`config.mk`:
```
export PLATFORM = sky130hd
export DESIGN_NAME = char_lcd_expander_sequencer_core_flat
export DESIGN_NICKNAME = d
export VERILOG_FILES = /design/src/rtl/core/cles_pkg.sv /design/src/rtl/core/cles_if.sv /design/src/rtl/core/cles_front.sv /design/src/rtl/core/cles_queue.sv /design/src/rtl/core/cles_back.sv /design/src/rtl/core/char_lcd_expander_sequencer_core.sv /design/src/flat_wrapper.sv
export SDC_FILE = /design/constraint.sdc
export NUM_CORES = 1
export LEC_CHECK = 0
export BUFFER_PORTS_ARGS = -buffer_cell sky130_fd_sc_hd__buf_2
export CORE_MARGIN = 2
export CORE_UTILIZATION = 55
export DETAILED_ROUTE_END_ITERATION = 10
export HOLD_SLACK_MARGIN = 0.03
export PLACE_DENSITY_LB_ADDON = 0.15
export SLEW_MARGIN = 0
export SYNTH_ARGS = -nofsm -noshare
export SYNTH_HDL_FRONTEND = slang
export SYNTH_SLANG_ARGS = --single-unit
```
`constraint.sdc`:
```
create_clock -name clock -period 5.15 [get_ports clock]
set_input_delay 1.03 -clock clock [delete_from_list [all_inputs] [get_ports clock]]
set_output_delay 1.03 -clock clock [all_outputs]
set_load 0.005 [all_outputs]
```
`src/rtl/core/cles_pkg.sv`:
```
`timescale 1ns / 1ps
`default_nettype none

package cles_pkg;

   // field widths
   localparam int CMD_W   = 2;
   localparam int LINE_W  = 2;
   localparam int COL_W   = 6;
   localparam int CHAR_W  = 8;
   localparam int BYTE_W  = 8;
   localparam int ADDR_W  = 7;
   localparam int SHIFT_W = 3;
   localparam int WAIT_W  = 13;
   localparam int INDEX_W = 2;
   localparam int STEP_W  = 5;

   // register reset values
   localparam logic [ADDR_W-1:0]  ADDR_RESET  = 7'h27;
   localparam logic [SHIFT_W-1:0] SHIFT_RESET = 3'd4;
   localparam logic [BYTE_W-1:0]  MASK_RESET  = 8'h08;

   // expander pin bits
   localparam logic [BYTE_W-1:0] BIT_RS = 8'h01;
   localparam logic [BYTE_W-1:0] BIT_EN = 8'h04;

   // lcd command bytes and cursor addressing
   localparam logic [BYTE_W-1:0] LCD_CLR_DISPLAY = 8'h01;
   localparam logic [BYTE_W-1:0] LCD_SET_DDRAM   = 8'h80;
   localparam logic [BYTE_W-1:0] LCD_ROW_OFFSET  = 8'h40;

   // waits in microseconds
   localparam logic [WAIT_W-1:0] WAIT_EN_HIGH = 13'd1;
   localparam logic [WAIT_W-1:0] WAIT_EN_LOW  = 13'd50;

   // step of the final write of each job kind
   localparam logic [STEP_W-1:0] INIT_LAST = 5'd23;
   localparam logic [STEP_W-1:0] BYTE_LAST = 5'd3;

   typedef enum logic [CMD_W-1:0] {
      CMD_INIT       = 2'd0,
      CMD_CLEAR      = 2'd1,
      CMD_SET_CURSOR = 2'd2,
      CMD_WRITE_CHAR = 2'd3
   } cmd_type;

   typedef enum logic [INDEX_W-1:0] {
      REG_ADDRESS   = 2'd0,
      REG_SHIFT     = 2'd1,
      REG_BACKLIGHT = 2'd2
   } reg_type;

   typedef enum logic [1:0] {
      EXTRA_NONE = 2'd0,
      EXTRA_150  = 2'd1,
      EXTRA_2000 = 2'd2,
      EXTRA_5000 = 2'd3
   } extra_type;

   // one queued job: init sequence, or one lcd byte
   typedef struct packed {
      logic               is_init;
      logic [BYTE_W-1:0]  value;
      logic               rs;
      logic               long_wait;
   } job_type;

   typedef struct packed {
      logic [ADDR_W-1:0]  address;
      logic [SHIFT_W-1:0] shift;
      logic [BYTE_W-1:0]  mask;
   } cfg_type;

   typedef struct packed {
      logic [3:0] nib;
      extra_type  extra;
   } nib_entry_type;

   // init sequence rom: reset nibbles, then 0x28, 0x0C, 0x01, 0x06 as nibble pairs
   function automatic nib_entry_type init_nibble(input logic [3:0] idx);
      nib_entry_type e;
      e = '{nib: 4'h0, extra: EXTRA_NONE};
      unique case (idx)
         4'd0:    e = '{nib: 4'h3, extra: EXTRA_5000};
         4'd1:    e = '{nib: 4'h3, extra: EXTRA_150};
         4'd2:    e = '{nib: 4'h3, extra: EXTRA_150};
         4'd3:    e = '{nib: 4'h2, extra: EXTRA_150};
         4'd4:    e = '{nib: 4'h2, extra: EXTRA_NONE};
         4'd5:    e = '{nib: 4'h8, extra: EXTRA_NONE};
         4'd6:    e = '{nib: 4'h0, extra: EXTRA_NONE};
         4'd7:    e = '{nib: 4'hC, extra: EXTRA_NONE};
         4'd8:    e = '{nib: 4'h0, extra: EXTRA_NONE};
         4'd9:    e = '{nib: 4'h1, extra: EXTRA_2000};
         4'd10:   e = '{nib: 4'h0, extra: EXTRA_NONE};
         4'd11:   e = '{nib: 4'h6, extra: EXTRA_NONE};
         default: e = '{nib: 4'h0, extra: EXTRA_NONE};
      endcase
      return e;
   endfunction

   function automatic logic [WAIT_W-1:0] extra_us(input extra_type x);
      logic [WAIT_W-1:0] us;
      us = '0;
      unique case (x)
         EXTRA_NONE: us = 13'd0;
         EXTRA_150:  us = 13'd150;
         EXTRA_2000: us = 13'd2000;
         EXTRA_5000: us = 13'd5000;
         default:    us = 13'd0;
      endcase
      return us;
   endfunction

endpackage

`default_nettype wire

```
`src/rtl/core/cles_if.sv`:
```
`timescale 1ns / 1ps
`default_nettype none

// lcd command channel
interface cles_req_if;
   logic                          valid;
   logic                          ready;
   logic [cles_pkg::CMD_W-1:0]    cmd;
   logic [cles_pkg::LINE_W-1:0]   line;
   logic [cles_pkg::COL_W-1:0]    column;
   logic [cles_pkg::CHAR_W-1:0]   character_code;

   modport source (output valid, output cmd, output line, output column,
                   output character_code, input ready);
   modport sink   (input valid, input cmd, input line, input column,
                   input character_code, output ready);
endinterface

// expander write channel
interface cles_rsp_if;
   logic                          valid;
   logic                          ready;
   logic [cles_pkg::BYTE_W-1:0]   expander_byte;
   logic [cles_pkg::ADDR_W-1:0]   device_address;
   logic [cles_pkg::WAIT_W-1:0]   wait_us;
   logic                          last;

   modport source (output valid, output expander_byte, output device_address,
                   output wait_us, output last, input ready);
   modport sink   (input valid, input expander_byte, input device_address,
                   input wait_us, input last, output ready);
endinterface

// register write channel
interface cles_csr_if;
   logic                          valid;
   logic                          ready;
   logic [cles_pkg::INDEX_W-1:0]  index;
   logic [cles_pkg::BYTE_W-1:0]   data;

   modport source (output valid, output index, output data, input ready);
   modport sink   (input valid, input index, input data, output ready);
endinterface

`default_nettype wire

```
`src/rtl/core/cles_front.sv`:
```
`timescale 1ns / 1ps
`default_nettype none

module cles_front (
   input  wire logic            clock,
   input  wire logic            reset,
   cles_req_if.sink             req_bus,
   input  wire logic            queue_full,
   output logic                 push_valid,
   output cles_pkg::job_type    push_job,
   output logic                 initialized
);
   import cles_pkg::*;

   logic initialized_ff;
   logic initialized_in;
   logic accept;
   logic [BYTE_W-1:0] cursor_sum;
   logic [BYTE_W-1:0] row_offset;

   assign req_bus.ready = ~queue_full;
   assign accept        = req_bus.valid & ~queue_full;
   assign initialized   = initialized_ff;

   // cursor address: line above one selects the second row
   assign row_offset = (req_bus.line > 2'd1) ? LCD_ROW_OFFSET : '0;
   assign cursor_sum = BYTE_W'({2'b00, req_bus.column}) + row_offset;

   // classify the command into a job
   always_comb begin
      push_job = '{is_init: 1'b0, value: '0, rs: 1'b0, long_wait: 1'b0};
      unique case (cmd_type'(req_bus.cmd))
         CMD_INIT:       push_job.is_init = 1'b1;
         CMD_CLEAR: begin
            push_job.value     = LCD_CLR_DISPLAY;
            push_job.long_wait = 1'b1;
         end
         CMD_SET_CURSOR: push_job.value = LCD_SET_DDRAM | cursor_sum;
         CMD_WRITE_CHAR: begin
            push_job.value = req_bus.character_code;
            push_job.rs    = 1'b1;
         end
         default:        push_job.is_init = 1'b0;
      endcase
   end

   // commands before init are dropped
   assign push_valid = accept &
                       ((cmd_type'(req_bus.cmd) == CMD_INIT) | initialized_ff);
   assign initialized_in = initialized_ff |
                           (accept & (cmd_type'(req_bus.cmd) == CMD_INIT));

   always_ff @(posedge clock) begin
      if (reset) begin
         initialized_ff <= 1'b0;
      end else begin
         initialized_ff <= initialized_in;
      end
   end

endmodule

`default_nettype wire

```
`src/rtl/core/cles_queue.sv`:
```
`timescale 1ns / 1ps
`default_nettype none

module cles_queue (
   input  wire logic                clock,
   input  wire logic                reset,
   input  wire logic                push,
   input  wire cles_pkg::job_type   push_job,
   input  wire logic                pop,
   output cles_pkg::job_type        head_job,
   output logic                     empty,
   output logic                     full
);
   import cles_pkg::*;

   job_type    entries_ff [2];
   logic       wr_ptr_ff;
   logic       wr_ptr_in;
   logic       rd_ptr_ff;
   logic       rd_ptr_in;
   logic [1:0] count_ff;
   logic [1:0] count_in;

   assign empty    = (count_ff == 2'd0);
   assign full     = (count_ff == 2'd2);
   assign head_job = entries_ff[rd_ptr_ff];

   // pointer and fill count update
   always_comb begin
      wr_ptr_in = wr_ptr_ff ^ push;
      rd_ptr_in = rd_ptr_ff ^ pop;
      count_in  = count_ff + 2'(push) - 2'(pop);
   end

   always_ff @(posedge clock) begin
      if (reset) begin
         wr_ptr_ff <= 1'b0;
         rd_ptr_ff <= 1'b0;
         count_ff  <= 2'd0;
      end else begin
         wr_ptr_ff <= wr_ptr_in;
         rd_ptr_ff <= rd_ptr_in;
         count_ff  <= count_in;
      end
   end

   // job storage
   always_ff @(posedge clock) begin
      if (push) begin
         entries_ff[wr_ptr_ff] <= push_job;
      end
   end

endmodule

`default_nettype wire

```
`src/rtl/core/cles_back.sv`:
```
`timescale 1ns / 1ps
`default_nettype none

module cles_back (
   input  wire logic                clock,
   input  wire logic                reset,
   input  wire cles_pkg::cfg_type   cfg,
   input  wire cles_pkg::job_type   head_job,
   input  wire logic                empty,
   output logic                     pop,
   cles_rsp_if.source               rsp_bus
);
   import cles_pkg::*;

   logic [STEP_W-1:0] step_ff;
   logic [STEP_W-1:0] step_in;
   logic              valid_ff;
   logic              valid_in;
   logic [BYTE_W-1:0] byte_ff;
   logic [BYTE_W-1:0] byte_in;
   logic [ADDR_W-1:0] addr_ff;
   logic [WAIT_W-1:0] wait_ff;
   logic [WAIT_W-1:0] wait_in;
   logic              last_ff;
   logic              last_in;

   nib_entry_type     rom_entry;
   logic [3:0]        nib;
   extra_type         extra;
   logic              en_phase;
   logic [BYTE_W-1:0] data;
   logic              load;

   assign load = ~empty & (~valid_ff | rsp_bus.ready);
   assign pop  = load & last_in;

   // build the current expander write
   always_comb begin
      rom_entry = init_nibble(step_ff[STEP_W-1:1]);
      if (head_job.is_init) begin
         nib     = rom_entry.nib;
         extra   = rom_entry.extra;
         last_in = (step_ff == INIT_LAST);
      end else begin
         nib     = step_ff[1] ? head_job.value[3:0] : head_job.value[7:4];
         extra   = (step_ff[1] & head_job.long_wait) ? EXTRA_2000 : EXTRA_NONE;
         last_in = (step_ff == BYTE_LAST);
      end
      en_phase = ~step_ff[0];
      data     = (BYTE_W'({4'b0000, nib}) << cfg.shift) |
                 (head_job.rs ? BIT_RS : '0) | cfg.mask;
      byte_in  = en_phase ? (data | BIT_EN) : (data & ~BIT_EN);
      wait_in  = en_phase ? WAIT_EN_HIGH : (WAIT_EN_LOW + extra_us(extra));
   end

   // step counter and output valid
   always_comb begin
      step_in  = step_ff;
      valid_in = valid_ff;
      if (load) begin
         step_in  = last_in ? '0 : step_ff + STEP_W'(1);
         valid_in = 1'b1;
      end else if (rsp_bus.ready) begin
         valid_in = 1'b0;
      end
   end

   always_ff @(posedge clock) begin
      if (reset) begin
         step_ff  <= '0;
         valid_ff <= 1'b0;
      end else begin
         step_ff  <= step_in;
         valid_ff <= valid_in;
      end
   end

   // output payload register
   always_ff @(posedge clock) begin
      if (load) begin
         byte_ff <= byte_in;
         addr_ff <= cfg.address;
         wait_ff <= wait_in;
         last_ff <= last_in;
      end
   end

   assign rsp_bus.valid          = valid_ff;
   assign rsp_bus.expander_byte  = byte_ff;
   assign rsp_bus.device_address = addr_ff;
   assign rsp_bus.wait_us        = wait_ff;
   assign rsp_bus.last           = last_ff;

endmodule

`default_nettype wire

```
`src/rtl/core/char_lcd_expander_sequencer_core.sv`:
```
`timescale 1ns / 1ps
`default_nettype none

// Turns LCD commands (init, clear, set cursor, write character) into the
// expander byte writes that drive a 4-bit HD44780-style display through an
// I2C port expander; each result is one write with its address and the wait
// that must follow it. The back sequencer emits one write per clock while rsp
// takes every beat; a clear, set-cursor or character command is 4 writes
// and init is 24 writes; the step counter of that sequencer sets the rate. The
// front accepts and classifies commands into a two-entry job queue whose head
// is the job the sequencer works on, so one further command can be taken
// while the sequencer is busy; a full queue stalls req.
// Commands other than init are dropped without results until init has been
// accepted. Registers written on csr take effect on the next command and are
// to be written only while the block is idle; csr is always ready.

module char_lcd_expander_sequencer_core (
   input  wire logic   clock,
   input  wire logic   reset,
   cles_req_if.sink    req_bus,
   cles_rsp_if.source  rsp_bus,
   cles_csr_if.sink    csr_bus
);
   import cles_pkg::*;

   logic [ADDR_W-1:0]  address_ff;
   logic [SHIFT_W-1:0] shift_ff;
   logic [BYTE_W-1:0]  mask_ff;
   cfg_type            cfg;

   logic    push_valid;
   job_type push_job;
   job_type head_job;
   logic    queue_empty;
   logic    queue_full;
   logic    pop;
   logic    initialized;

   // configuration registers
   assign csr_bus.ready = 1'b1;

   always_ff @(posedge clock) begin
      if (reset) begin
         address_ff <= ADDR_RESET;
         shift_ff   <= SHIFT_RESET;
         mask_ff    <= MASK_RESET;
      end else if (csr_bus.valid) begin
         unique case (reg_type'(csr_bus.index))
            REG_ADDRESS:   address_ff <= csr_bus.data[ADDR_W-1:0];
            REG_SHIFT:     shift_ff   <= csr_bus.data[SHIFT_W-1:0];
            REG_BACKLIGHT: mask_ff    <= csr_bus.data;
            default:       mask_ff    <= mask_ff;
         endcase
      end
   end

   assign cfg = '{address: address_ff, shift: shift_ff, mask: mask_ff};

   cles_front u_front (
      .clock       (clock),
      .reset       (reset),
      .req_bus     (req_bus),
      .queue_full  (queue_full),
      .push_valid  (push_valid),
      .push_job    (push_job),
      .initialized (initialized)
   );

   cles_queue u_queue (
      .clock    (clock),
      .reset    (reset),
      .push     (push_valid),
      .push_job (push_job),
      .pop      (pop),
      .head_job (head_job),
      .empty    (queue_empty),
      .full     (queue_full)
   );

   cles_back u_back (
      .clock    (clock),
      .reset    (reset),
      .cfg      (cfg),
      .head_job (head_job),
      .empty    (queue_empty),
      .pop      (pop),
      .rsp_bus  (rsp_bus)
   );

   // no write goes out before init has been accepted
   assert property (@(posedge clock) disable iff (reset)
      rsp_bus.valid |-> initialized)
      else $error("expander write before init");

   // the enable-high write always carries EN and the short wait
   assert property (@(posedge clock) disable iff (reset)
      (rsp_bus.valid && rsp_bus.wait_us == WAIT_EN_HIGH) |->
         (rsp_bus.expander_byte[2] && !rsp_bus.last))
      else $error("enable-high write malformed");

   // enable-low writes clear EN and wait at least the base time
   assert property (@(posedge clock) disable iff (reset)
      (rsp_bus.valid && rsp_bus.wait_us != WAIT_EN_HIGH) |->
         (!rsp_bus.expander_byte[2] && rsp_bus.wait_us >= WAIT_EN_LOW))
      else $error("enable-low write malformed");

   // the queue never takes a job while full
   assert property (@(posedge clock) disable iff (reset)
      queue_full |-> !push_valid)
      else $error("job pushed into full queue");

endmodule

`default_nettype wire
```
`src/flat_wrapper.sv`:
```
// flat-port wrapper written by rule: the top's interface ports become plain ports
module char_lcd_expander_sequencer_core_flat import cles_pkg::*;
  (clock, reset, req_bus_valid, req_bus_cmd, req_bus_line, req_bus_column, req_bus_character_code, req_bus_ready, rsp_bus_valid, rsp_bus_expander_byte, rsp_bus_device_address, rsp_bus_wait_us, rsp_bus_last, rsp_bus_ready, csr_bus_valid, csr_bus_index, csr_bus_data, csr_bus_ready);
  cles_req_if req_bus_i ();
  cles_rsp_if rsp_bus_i ();
  cles_csr_if csr_bus_i ();
  input  wire logic clock;
  input  wire logic reset;
  input wire logic [$bits(req_bus_i.valid)-1:0] req_bus_valid;
  input wire logic [$bits(req_bus_i.cmd)-1:0] req_bus_cmd;
  input wire logic [$bits(req_bus_i.line)-1:0] req_bus_line;
  input wire logic [$bits(req_bus_i.column)-1:0] req_bus_column;
  input wire logic [$bits(req_bus_i.character_code)-1:0] req_bus_character_code;
  output wire logic [$bits(req_bus_i.ready)-1:0] req_bus_ready;
  output wire logic [$bits(rsp_bus_i.valid)-1:0] rsp_bus_valid;
  output wire logic [$bits(rsp_bus_i.expander_byte)-1:0] rsp_bus_expander_byte;
  output wire logic [$bits(rsp_bus_i.device_address)-1:0] rsp_bus_device_address;
  output wire logic [$bits(rsp_bus_i.wait_us)-1:0] rsp_bus_wait_us;
  output wire logic [$bits(rsp_bus_i.last)-1:0] rsp_bus_last;
  input wire logic [$bits(rsp_bus_i.ready)-1:0] rsp_bus_ready;
  input wire logic [$bits(csr_bus_i.valid)-1:0] csr_bus_valid;
  input wire logic [$bits(csr_bus_i.index)-1:0] csr_bus_index;
  input wire logic [$bits(csr_bus_i.data)-1:0] csr_bus_data;
  output wire logic [$bits(csr_bus_i.ready)-1:0] csr_bus_ready;
  assign req_bus_i.valid = req_bus_valid;
  assign req_bus_i.cmd = req_bus_cmd;
  assign req_bus_i.line = req_bus_line;
  assign req_bus_i.column = req_bus_column;
  assign req_bus_i.character_code = req_bus_character_code;
  assign req_bus_ready = req_bus_i.ready;
  assign rsp_bus_valid = rsp_bus_i.valid;
  assign rsp_bus_expander_byte = rsp_bus_i.expander_byte;
  assign rsp_bus_device_address = rsp_bus_i.device_address;
  assign rsp_bus_wait_us = rsp_bus_i.wait_us;
  assign rsp_bus_last = rsp_bus_i.last;
  assign rsp_bus_i.ready = rsp_bus_ready;
  assign csr_bus_i.valid = csr_bus_valid;
  assign csr_bus_i.index = csr_bus_index;
  assign csr_bus_i.data = csr_bus_data;
  assign csr_bus_ready = csr_bus_i.ready;
  char_lcd_expander_sequencer_core u_core (.clock(clock), .reset(reset), .req_bus(req_bus_i), .rsp_bus(rsp_bus_i), .csr_bus(csr_bus_i));
endmodule
```
==> flow_metrics.tcl, run 1 <==
set metrics [dict create \
    status "finished clean" \
    cts_post_setup_buffers_inserted 0 \
    n_antenna_cell 0 \
    required_ns 5.24 \
    die-height_um 82.9 \
    routed_wire_length_per_instance_um 13.4 \
    grt_use_met1 0.213 \
    post_synth_num_cell_types 50 \
    place.port_buffers 60 \
    htreeDepth 3 \
    tritoncts_buffer_count 9 \
    reg2reg_to "u_core.u_back.rsp_bus.expander_byte[4]" \
    clock-sinks 79 \
    skew_pair_late_insertion_delay_ns 0.35 \
    synth_seq_area_share 0.594 \
    synthAdderAreaFrac 0.0329 \
    cts_repair_resized_insts 0 \
    gp_congestion 0.747 \
    clock-root-buffer "sky130_fd_sc_hd__clkbuf_8" \
    ant_nets 0 \
    setup-violations-final 0 \
    layout-drive-gt1-share 0.266 \
    synthesis.yosys.warnings 0 \
    min_from "u_core.address_ff[6]" \
    rows 28 \
    layout_commonest_cell "sky130_fd_sc_hd__buf_2" \
    fp.dieArea_um2 6860 \
    clk_transition_reported_paths_ns 0.07 \
    min_to "u_core.u_back.rsp_bus.device_address[6]" \
    grtUsageMet2 0.270 \
    tritoncts "built" \
    most-common-layout-cells "sky130_fd_sc_hd__buf_2 (60), sky130_fd_sc_hd__edfxtp_1 (45), sky130_fd_sc_hd__dfxtp_1 (34), sky130_fd_sc_hd__nor2_1 (30), sky130_fd_sc_hd__mux2i_1 (20)" \
    crit_path_start_kind "flop" \
    post_drt_via_cell_ratio 5.17 \
    synth-main-ff-cell "sky130_fd_sc_hd__edfxtp_1" \
    worst-slew-pin-transition_ns 1.16 \
    initial_core_util 0.574 \
    cts_hold_buffers 0 \
    hold_path.class "flop to flop" \
    grt_remaining_overflow 0 \
    gr-usage-met3 0.0447 \
    rsz0062_at_grt "no" \
    vdd_ir_drop_max_uv 188 \
    drt_drc_violations_left 0 \
    async_flop_share 0 \
    regToRegStartpoint "u_core.u_queue.rd_ptr_ff" \
    first_pass_grt_wire_length_um 9220 \
    grt_antenna_before_repair 0 \
    layoutNonFillerInstCount 409 \
    detail_route.wirelength_um 5500 \
    hold_viol_final 0 \
    fin_worst_skew_ns 0.00781 \
    critical_path_class "flop to flop" \
    period_share 0.479 \
    ioPinCount 65 \
    synth-xor-area-share 0.0179 \
    fin_tns_setup_ns 0 \
    max_capacitance_violation_count 0 \
    period_minus_slack_ns 2.47 \
    synth_area_per_cell_um2 12.5 \
    netlist_instances 274 \
    global_route.usage.total 0.169 \
    synth-simple-area-share 0.126 \
    die_w_um 82.9 \
    grt-busiest-layer "met2" \
    synth_enable_flop_cells 45 \
    report.power.total_uw 1280 \
    crit_path_end_kind "flop" \
    post_synth_mux_area_share 0.111 \
    grt_pass1_vias 1978 \
    cts-root-to-sink-buffers 2 \
    synth_top_family_by_area "simple AND/OR/NAND/NOR gates" \
    reg2reg_slack_ns 2.68 \
    dp_hpwl_um 3900 \
    ys_seq_elements 79 \
    pwr_density_nw_per_um2 328 \
    reg2reg_depth 5 \
    relSlewSlack 0.225 \
    synth_compound_gate_area_share 0.0688 \
    design.final.nets 372 \
    timing_max_transition_violations_final 0 \
    cp_max_fo 9 \
    hold_path_depth 0 \
    flow.area_growth_from_synthesis_pct 14.5 \
    dp_cells 394 \
    max_freq_mhz 405 \
    dr.pass1.iters 4 \
    drc_marker_count_from_the_first_detailed_route_iteration 83 \
    fillers 475 \
    placeableCoreArea_um2 5960 \
    maximum_number_of_pins_on_one_net_before_global_route_repair 31 \
    route.vias.total 2115 \
    synth.cell_area_um2 3420 \
    arrival_time_of_the_worst_setup_path_ns 2.56 \
    power.static_leakage_uw 0.00161 \
]
==> sequential cells by signal, indices dropped and copies added (netlist names) <==
register,flops
u_core.address_ff,7
u_core.mask_ff,7
u_core.shift_ff,3
u_core.u_back.rom_entry,6
u_core.u_back.rsp_bus.device_address,7
u_core.u_back.rsp_bus.expander_byte,8
u_core.u_back.rsp_bus.last,1
u_core.u_back.rsp_bus.valid,1
u_core.u_back.rsp_bus.wait_us,7
u_core.u_back.step_ff,5
u_core.u_front.initialized,1
u_core.u_queue.count_ff,2
u_core.u_queue.entries_ff,22
u_core.u_queue.rd_ptr_ff,1
u_core.u_queue.wr_ptr_ff,1
==> layer usage <==
layer  part of all wire  vias to the layer above  wire length [um]
met5                  0                        -                 0
met4              0.018                        0               101
met3              0.048                        9               264
met2               0.46                       59              2550
met1               0.47                      976              2580
li1                   -                     1071                 -
==> synthesized netlist by cell type, drive strengths merged (3+ instances only) <==
cell type / number / area (um^2)
a211o: 7 / 61.3
a21oi: 6 / 30.0
and2: 7 / 43.8
buf: 12 / 80.1
clkbuf: 5 / 18.8
dfxtp: 34 / 681
edfxtp: 45 / 1350
ha: 9 / 113
inv: 16 / 60.1
mux2: 5 / 67.6
mux2i: 21 / 223
mux4: 4 / 90.1
nand2: 5 / 18.8
nand2b: 5 / 31.3
nor2: 31 / 116
nor2b: 13 / 81.3
nor3: 6 / 30.0
or3: 3 / 18.8
xnor2: 5 / 43.8
==> worst max-delay path by stage <==
stage,startpoint,end,slack [ns],cells past startpoint
3_3_place_gp,rsp_bus_ready,u_core.u_queue.count_ff[0],2.58,8
5_1_grt,u_core.u_queue.rd_ptr_ff,u_core.u_queue.count_ff[1],2.52,8
4_1_cts,u_core.u_queue.rd_ptr_ff,u_core.u_back.rsp_bus.expander_byte[4],2.65,5
6_report,u_core.u_queue.rd_ptr_ff,u_core.u_back.rsp_bus.expander_byte[4],2.68,5
2_1_floorplan,rsp_bus_ready,u_core.u_back.rsp_bus.device_address[0],2.60,2
3_5_place_dp,req_bus_cmd[0],u_core.u_queue.entries_ff[0][0],2.53,5
==> through the flow <==
stage	worst slack (ns)	instance area [um^2]	hold WS, ns	utilization
2_1_floorplan	2.60	3420	0.401	-
3_3_place_gp	2.58	3730	0.406	0.626
3_5_place_dp	2.53	3730	0.410	0.626
4_1_cts	2.65	3920	0.434	0.658
5_1_grt	2.52	3920	0.449	0.658
6_report	2.68	3920	0.433	0.658
==> cell families after synthesis <==
logic type	Yosys count
and+or+nand+nor	83
DFF	79
buffers and inverters	33
AOI/OAI and AO/OA	31
muxes	30
adders and majority gates	9
xor gates and xnor gates	7
other	2
==> critical path, stage by stage, from the launching register on <==
cell	delay [ns]
sky130_fd_sc_hd__dfxtp_1	0.62
sky130_fd_sc_hd__mux4_2	0.57
sky130_fd_sc_hd__mux2_4	0.31
sky130_fd_sc_hd__mux2i_4	0.15
sky130_fd_sc_hd__nor2_1	0.06
sky130_fd_sc_hd__or4_1	0.49
==> report_power, final <==
group | internal [uW] | switching, uW | leakage, uW
combinational | 55.3 | 65.0 | 0.000834
sequential | 707 | 14.7 | 0.000687
clock | 232 | 210 | 0.0000928
total | 994 | 290 | 0.00161
==> area by class of cell <==
type	count	area, um^2	share of cell area
inverters	16	60.1	0.0153
clock inverters	4	46.3	0.0118
flip-flops and latches	79	2030	0.519
multi-input cells	163	1230	0.315
clock buffers	11	141	0.0361
well taps	75	93.8	0.0240
repair buffers	61	308	0.0786
Note: power is estimated with default switching activity, not from simulation.
==> run 2: changes to the inputs <==
CORE_UTILIZATION = 49   (was 55)
clock period = 2.25 ns   (was 5.15 ns; I/O delays follow)
==> run 2 against run 1 <==
  * Sequential share of layout area down 1.9 points
  * Core utilization shrank 5.5 points
  * Clock power rose to 2.5 times the previous value
  * Worst setup slack worse by 2.6 ns
  * Critical path depth grew 4
  * Cell count grew 5.1%
  * Routed wire length increased by 5.2%
  * Worst hold slack worse by 0.10 ns
  * Final area rose by 3.9%
  * Critical endpoint is now u_core.u_queue.count_ff[1]
  * Highest routed layer unchanged
==> flow_metrics.tcl, run 2 (synthesis results as in run 1) <==
set metrics [dict create \
    status "finished clean" \
    first_pass_grt_wire_length_um 9070 \
    fin_worst_skew_ns 0.00673 \
    max_flop_register "u_core.u_queue.entries_ff" \
    htreeDepth 3 \
    ant_nets 0 \
    placeableCoreArea_um2 6760 \
    gr-usage-met3 0.0528 \
    design.final.nets 387 \
    crit_path_start_kind "flop" \
    hold_viol_final 0 \
    clock-root-buffer "sky130_fd_sc_hd__clkbuf_8" \
    pre_cts_slack_ns -0.0942 \
    grt_pass1_vias 1962 \
    finalWorstSetupSlack_ns 0.0829 \
    initial_core_util 0.506 \
    crit_top_cell "sky130_fd_sc_hd__ha_1" \
    routed_wire_length_per_instance_um 13.4 \
    detail_route.wirelength_um 5780 \
    period_minus_slack_ns 2.17 \
    n_antenna_cell 0 \
    pwr_density_nw_per_um2 749 \
    place.port_buffers 60 \
    combPwrFrac 0.096 \
    ioPinCount 65 \
    required_ns 2.49 \
    crit_path_end_kind "flop" \
    skew_pair_late_insertion_delay_ns 0.34 \
    crit_path_max_incr_delay_ns 0.40 \
    cp_max_fo 7 \
    max_freq_mhz 461 \
    die-height_um 87.5 \
    tritoncts "built" \
    fp.dieArea_um2 7660 \
    vdd_ir_drop_max_uv 367 \
    most-common-layout-cells "sky130_fd_sc_hd__buf_2 (60), sky130_fd_sc_hd__edfxtp_1 (45), sky130_fd_sc_hd__dfxtp_1 (33), sky130_fd_sc_hd__nor2_1 (30), sky130_fd_sc_hd__mux2i_1 (19)" \
    rows 30 \
    period_share 0.963 \
    cp_cell_sequence "buf_6 > mux2_4 > and3_1 > o211a_2 > ha_1 > inv_1 > ha_1 > xnor2_1 > nor2_1" \
    tritoncts_buffer_count 9 \
    grt_antenna_before_repair 0 \
    worst-slew-pin-transition_ns 1.17 \
    global_route.usage.total 0.160 \
    layout_commonest_cell "sky130_fd_sc_hd__buf_2" \
    switching_share 0.221 \
    finalInstanceArea_um2 4070 \
    clock-sinks 79 \
    setup-violations-final 0 \
    arrival_time_of_the_worst_setup_path_ns 2.40 \
    rsz0062_at_grt "no" \
    gp_congestion 0.832 \
    power.static_leakage_uw 0.00171 \
    hold_path.class "input pin to flop" \
    clk_transition_reported_paths_ns 0.07 \
    seq_power_share 0.541 \
    route.vias.total 2178 \
    relSlewSlack 0.219 \
    flip_flop_count_of_the_largest_register_after_layout 22 \
    dr.pass1.iters 4 \
    fillers 566 \
    clkPwrFrac 0.363 \
    grt_remaining_overflow 0 \
    max_capacitance_violation_count 0 \
    timing_max_transition_violations_final 0 \
    flow.area_growth_from_synthesis_pct 19.0 \
    critical_path.slowest_cell "sky130_fd_sc_hd__dfxtp_4" \
    total_switching_power_uw 674 \
    drt_drc_violations_left 0 \
    grt_use_met1 0.200 \
    dpl_cell_area_um2 3850 \
    internal_power_uw 2370 \
    drc_marker_count_from_the_first_detailed_route_iteration 49 \
    post_drt_via_cell_ratio 5.07 \
    critical_path_class "flop to flop" \
    grtUsageMet2 0.253 \
    grt-busiest-layer "met2" \
    postLayoutCoreUtil 0.602 \
    cts_post_setup_buffers_inserted 0 \
    dp_hpwl_um 4210 \
    fin_tns_setup_ns 0 \
    cts-root-to-sink-buffers 2 \
    maximum_number_of_pins_on_one_net_before_global_route_repair 25 \
    die_w_um 87.5 \
    layout-drive-gt1-share 0.306 \
    report.power.total_uw 3050 \
]
## run 2: worst paths after layout
kind	startpoint	endpoint	slack, ns	cells past startpoint
worst max-delay path	u_core.u_queue.rd_ptr_ff	u_core.u_queue.count_ff[1]	0.08	9
worst max register to register	u_core.u_queue.rd_ptr_ff	u_core.u_queue.count_ff[1]	0.08	9
worst min-delay path	csr_bus_data[5]	u_core.address_ff[5]	0.33	2
worst min register to register	u_core.address_ff[5]	u_core.u_back.rsp_bus.device_address[5]	0.43	0
## run 2: worst max-delay path, delay by kind of cell (launching register included)
| family | cells | cell delay, ns |
|---|---|---|
| xor+xnor | 1 | 0.15 |
| fa+ha+maj | 2 | 0.46 |
| buf+inv | 2 | 0.16 |
| flops | 1 | 0.40 |
| mux | 1 | 0.35 |
| simple gates | 2 | 0.26 |
| compound gates | 1 | 0.28 |
## run 2: area by class of cell
cell class,count,area (um^2),area share
flip-flops and latches,79,2040,0.500
multi-input cells,163,1240,0.304
repair buffers,76,424,0.104
clock buffers,9,124,0.0304
well taps,80,100,0.0246
clock inverters,7,86.3,0.0212
inverters,16,60.1,0.0148
## run 2: what timing repair did
item,in CTS,in global routing
resized for setup,1,3
hold buffers,0,0
cloned,0,0
endpoints found under the setup margin,7,5
pin swaps,0,1
## run 2: through the flow
stage               hold slack, ns  instances
floorplan                    0.401        275
global placement             0.406        414
finish                       0.332        430
detailed placement           0.412        414
CTS                          0.312        430
global route                 0.329        430
## run 2: layer usage
layer  wire [um]  share of wire  vias to the layer above
met5           0              0                        -
met4          39         0.0067                        0
met3         300          0.052                        4
met2        2820           0.49                       60
met1        2620           0.45                     1006
li1            -              -                     1108
## run 2: power by group through the flow
| stage | clock network, uW | registers (uW) | logic, uW |
|---|---|---|---|
| 3_3_place_gp | 0 | 1680 | 288 |
| 2_1_floorplan | 0 | 1680 | 183 |
| 5_1_grt | 1200 | 1660 | 327 |
| 3_5_place_dp | 0 | 1680 | 294 |
| 4_1_cts | 1130 | 1650 | 295 |
| 6_report | 1110 | 1650 | 291 |
==> run 3: changes to the inputs <==
CORE_UTILIZATION = 51   (was 49)
CTS_BUF_LIST = sky130_fd_sc_hd__clkbuf_8   (was not set)
==> run 3 against run 2 <==
  * The flow now finishes with violations (design-rule violations)
  * Global-route usage rose by 1.4 points
  * Worst setup slack got worse by 0.042 ns
  * Final area rose by 1.2%
  * Register-to-register slack got worse by 0.04 ns
  * Clock skew rose by 0.0031 ns
  * Cell count rose by 0.23%
  * Sequential share of layout area fell by 0.59 points
  * Non-clock buffer count rose by 4
  * Maximum frequency fell by 1.9%
  * Total power fell by 1.1%
  * Routed wire length rose by 4.5%
==> flow_metrics.tcl, run 3 (synthesis results as in run 1) <==
set metrics [dict create \
    max_flop_register "u_core.u_queue.entries_ff" \
    cp_cell_sequence "buf_6 > mux2_4 > buf_6 > mux2_4 > nand2b_4 > nor2_1 > or4_1" \
    hold_path.class "input pin to flop" \
    first_pass_grt_wire_length_um 9790 \
    critical_path_class "flop to flop" \
    gp_congestion 0.859 \
    post_drt_via_cell_ratio 5.14 \
    placeableCoreArea_um2 6420 \
    hold_viol_final 0 \
    flip_flop_count_of_the_largest_register_after_layout 22 \
    initial_core_util 0.532 \
    timing_max_transition_violations_final 0 \
    maximum_number_of_pins_on_one_net_before_global_route_repair 25 \
    report.power.total_uw 3010 \
    layout_commonest_cell "sky130_fd_sc_hd__buf_2" \
    violations "design-rule violations" \
    most-common-layout-cells "sky130_fd_sc_hd__buf_2 (60), sky130_fd_sc_hd__edfxtp_1 (45), sky130_fd_sc_hd__dfxtp_1 (33), sky130_fd_sc_hd__nor2_1 (30), sky130_fd_sc_hd__mux2i_1 (20)" \
    critical_path.slowest_cell "sky130_fd_sc_hd__or4_1" \
    place.port_buffers 60 \
    drc_marker_count_from_the_first_detailed_route_iteration 75 \
    cts-root-to-sink-buffers 2 \
    grt_antenna_before_repair 0 \
    cp_max_fo 6 \
    relSlewSlack 0.178 \
    dp_cells 410 \
    worst-slew-pin-transition_ns 1.23 \
    tritoncts "built" \
    clock-sinks 79 \
    die_w_um 85.9 \
    crit_path_max_incr_delay_ns 0.51 \
    rsz0062_at_grt "yes" \
    gr-usage-met3 0.0375 \
    fin_worst_skew_ns 0.00985 \
    status "finished, violations left" \
    critical_path_buf_inv_count 2 \
    route.vias.total 2217 \
    grt-busiest-layer "met2" \
    n_antenna_cell 0 \
    max_capacitance_violation_count 0 \
    period_share 0.982 \
    power.static_leakage_uw 0.00173 \
    required_ns 2.32 \
    max_freq_mhz 453 \
    tritoncts_buffer_count 9 \
    crit_path_start_kind "flop" \
    pwr_density_nw_per_um2 731 \
    arrival_time_of_the_worst_setup_path_ns 2.28 \
    htreeDepth 3 \
    dpl_cell_area_um2 3840 \
    dp_hpwl_um 4280 \
    grt_remaining_overflow 0 \
    ioPinCount 65 \
    pre_cts_slack_ns -0.173 \
    design.final.nets 391 \
    critical-path-top-delay-family "multiplexers" \
    global_route.usage.total 0.173 \
    layout-drive-gt1-share 0.325 \
    grtUsageMet2 0.289 \
    flow.area_growth_from_synthesis_pct 20.4 \
    fp.dieArea_um2 7380 \
    finalInstanceArea_um2 4120 \
    finalWorstSetupSlack_ns 0.0405 \
    period_minus_slack_ns 2.21 \
    skew_pair_late_insertion_delay_ns 0.34 \
    clock-root-buffer "sky130_fd_sc_hd__clkbuf_8" \
    grt_pass1_vias 2185 \
    crit_path_end_kind "flop" \
    layoutNonFillerInstCount 431 \
    setup-violations-final 0 \
    die-height_um 85.9 \
    vdd_ir_drop_max_uv 392 \
    ant_nets 0 \
    clk_transition_reported_paths_ns 0.09 \
    dr.pass1.iters 8 \
    drt_drc_violations_left 7 \
    routed_wire_length_per_instance_um 14.0 \
    grt_use_met1 0.211 \
    rows 29 \
    detail_route.wirelength_um 6040 \
]
==> run 3: cell count changes in the layout (fill, tap and decap cells not counted), sizes merged <==
| cell | previous run | this run |
|---|---|---|
| clkinvlp | 0 | 1 |
| bufinv | 2 | 1 |
| clkbuf | 9 | 10 |
| clkinv | 4 | 3 |
| buf | 76 | 80 |
==> run 3: what timing repair did <==
action                                  4_1_cts  5_1_grt
hold buffers                                  0        0
resized for setup                             2        7
pin swaps                                     0        3
endpoints found under the setup margin       10        6
buffers inserted                              2        3
==> run 3: area by class of cell <==
class,count,area (um^2)
Fill cell,512,2300
Sequential cell,79,2040
Multi-Input combinational cell,163,1260
Timing Repair Buffer,80,462
Clock buffer,10,138
Tap cell,77,96.3
Clock inverter,6,68.8
Inverter,16,60.1
==> run 3: final timing paths <==
path                            start  depth (start not counted)  slack [ns]                                 endpoint
min reg2reg      u_core.address_ff[2]                          0        0.43  u_core.u_back.rsp_bus.device_address[2]
min                   csr_bus_data[2]                          2        0.34                     u_core.address_ff[2]
max reg2reg  u_core.u_queue.rd_ptr_ff                          7        0.04   u_core.u_back.rsp_bus.expander_byte[4]
max          u_core.u_queue.rd_ptr_ff                          7        0.04   u_core.u_back.rsp_bus.expander_byte[4]
==> run 3: stage by stage <==
step,setup TNS (ns),util,hold slack (ns)
CTS,0,0.632,0.325
floorplan,0,-,0.401
detailed placement,-0.656,0.597,0.407
global placement,-0.332,0.597,0.405
finish,0,0.641,0.338
global route,-0.0266,0.641,0.341
==> run 3: per-layer routing <==
layer,part of all wire,routed length (um)
met4,0.016,99
met1,0.43,2600
met5,0,0
met3,0.052,314
met2,0.50,3030
==> run 3: report_power, final <==
part           switching (uW)  internal [uW]
Combinational             157            143
Sequential               32.9           1620
Clock                     514            548
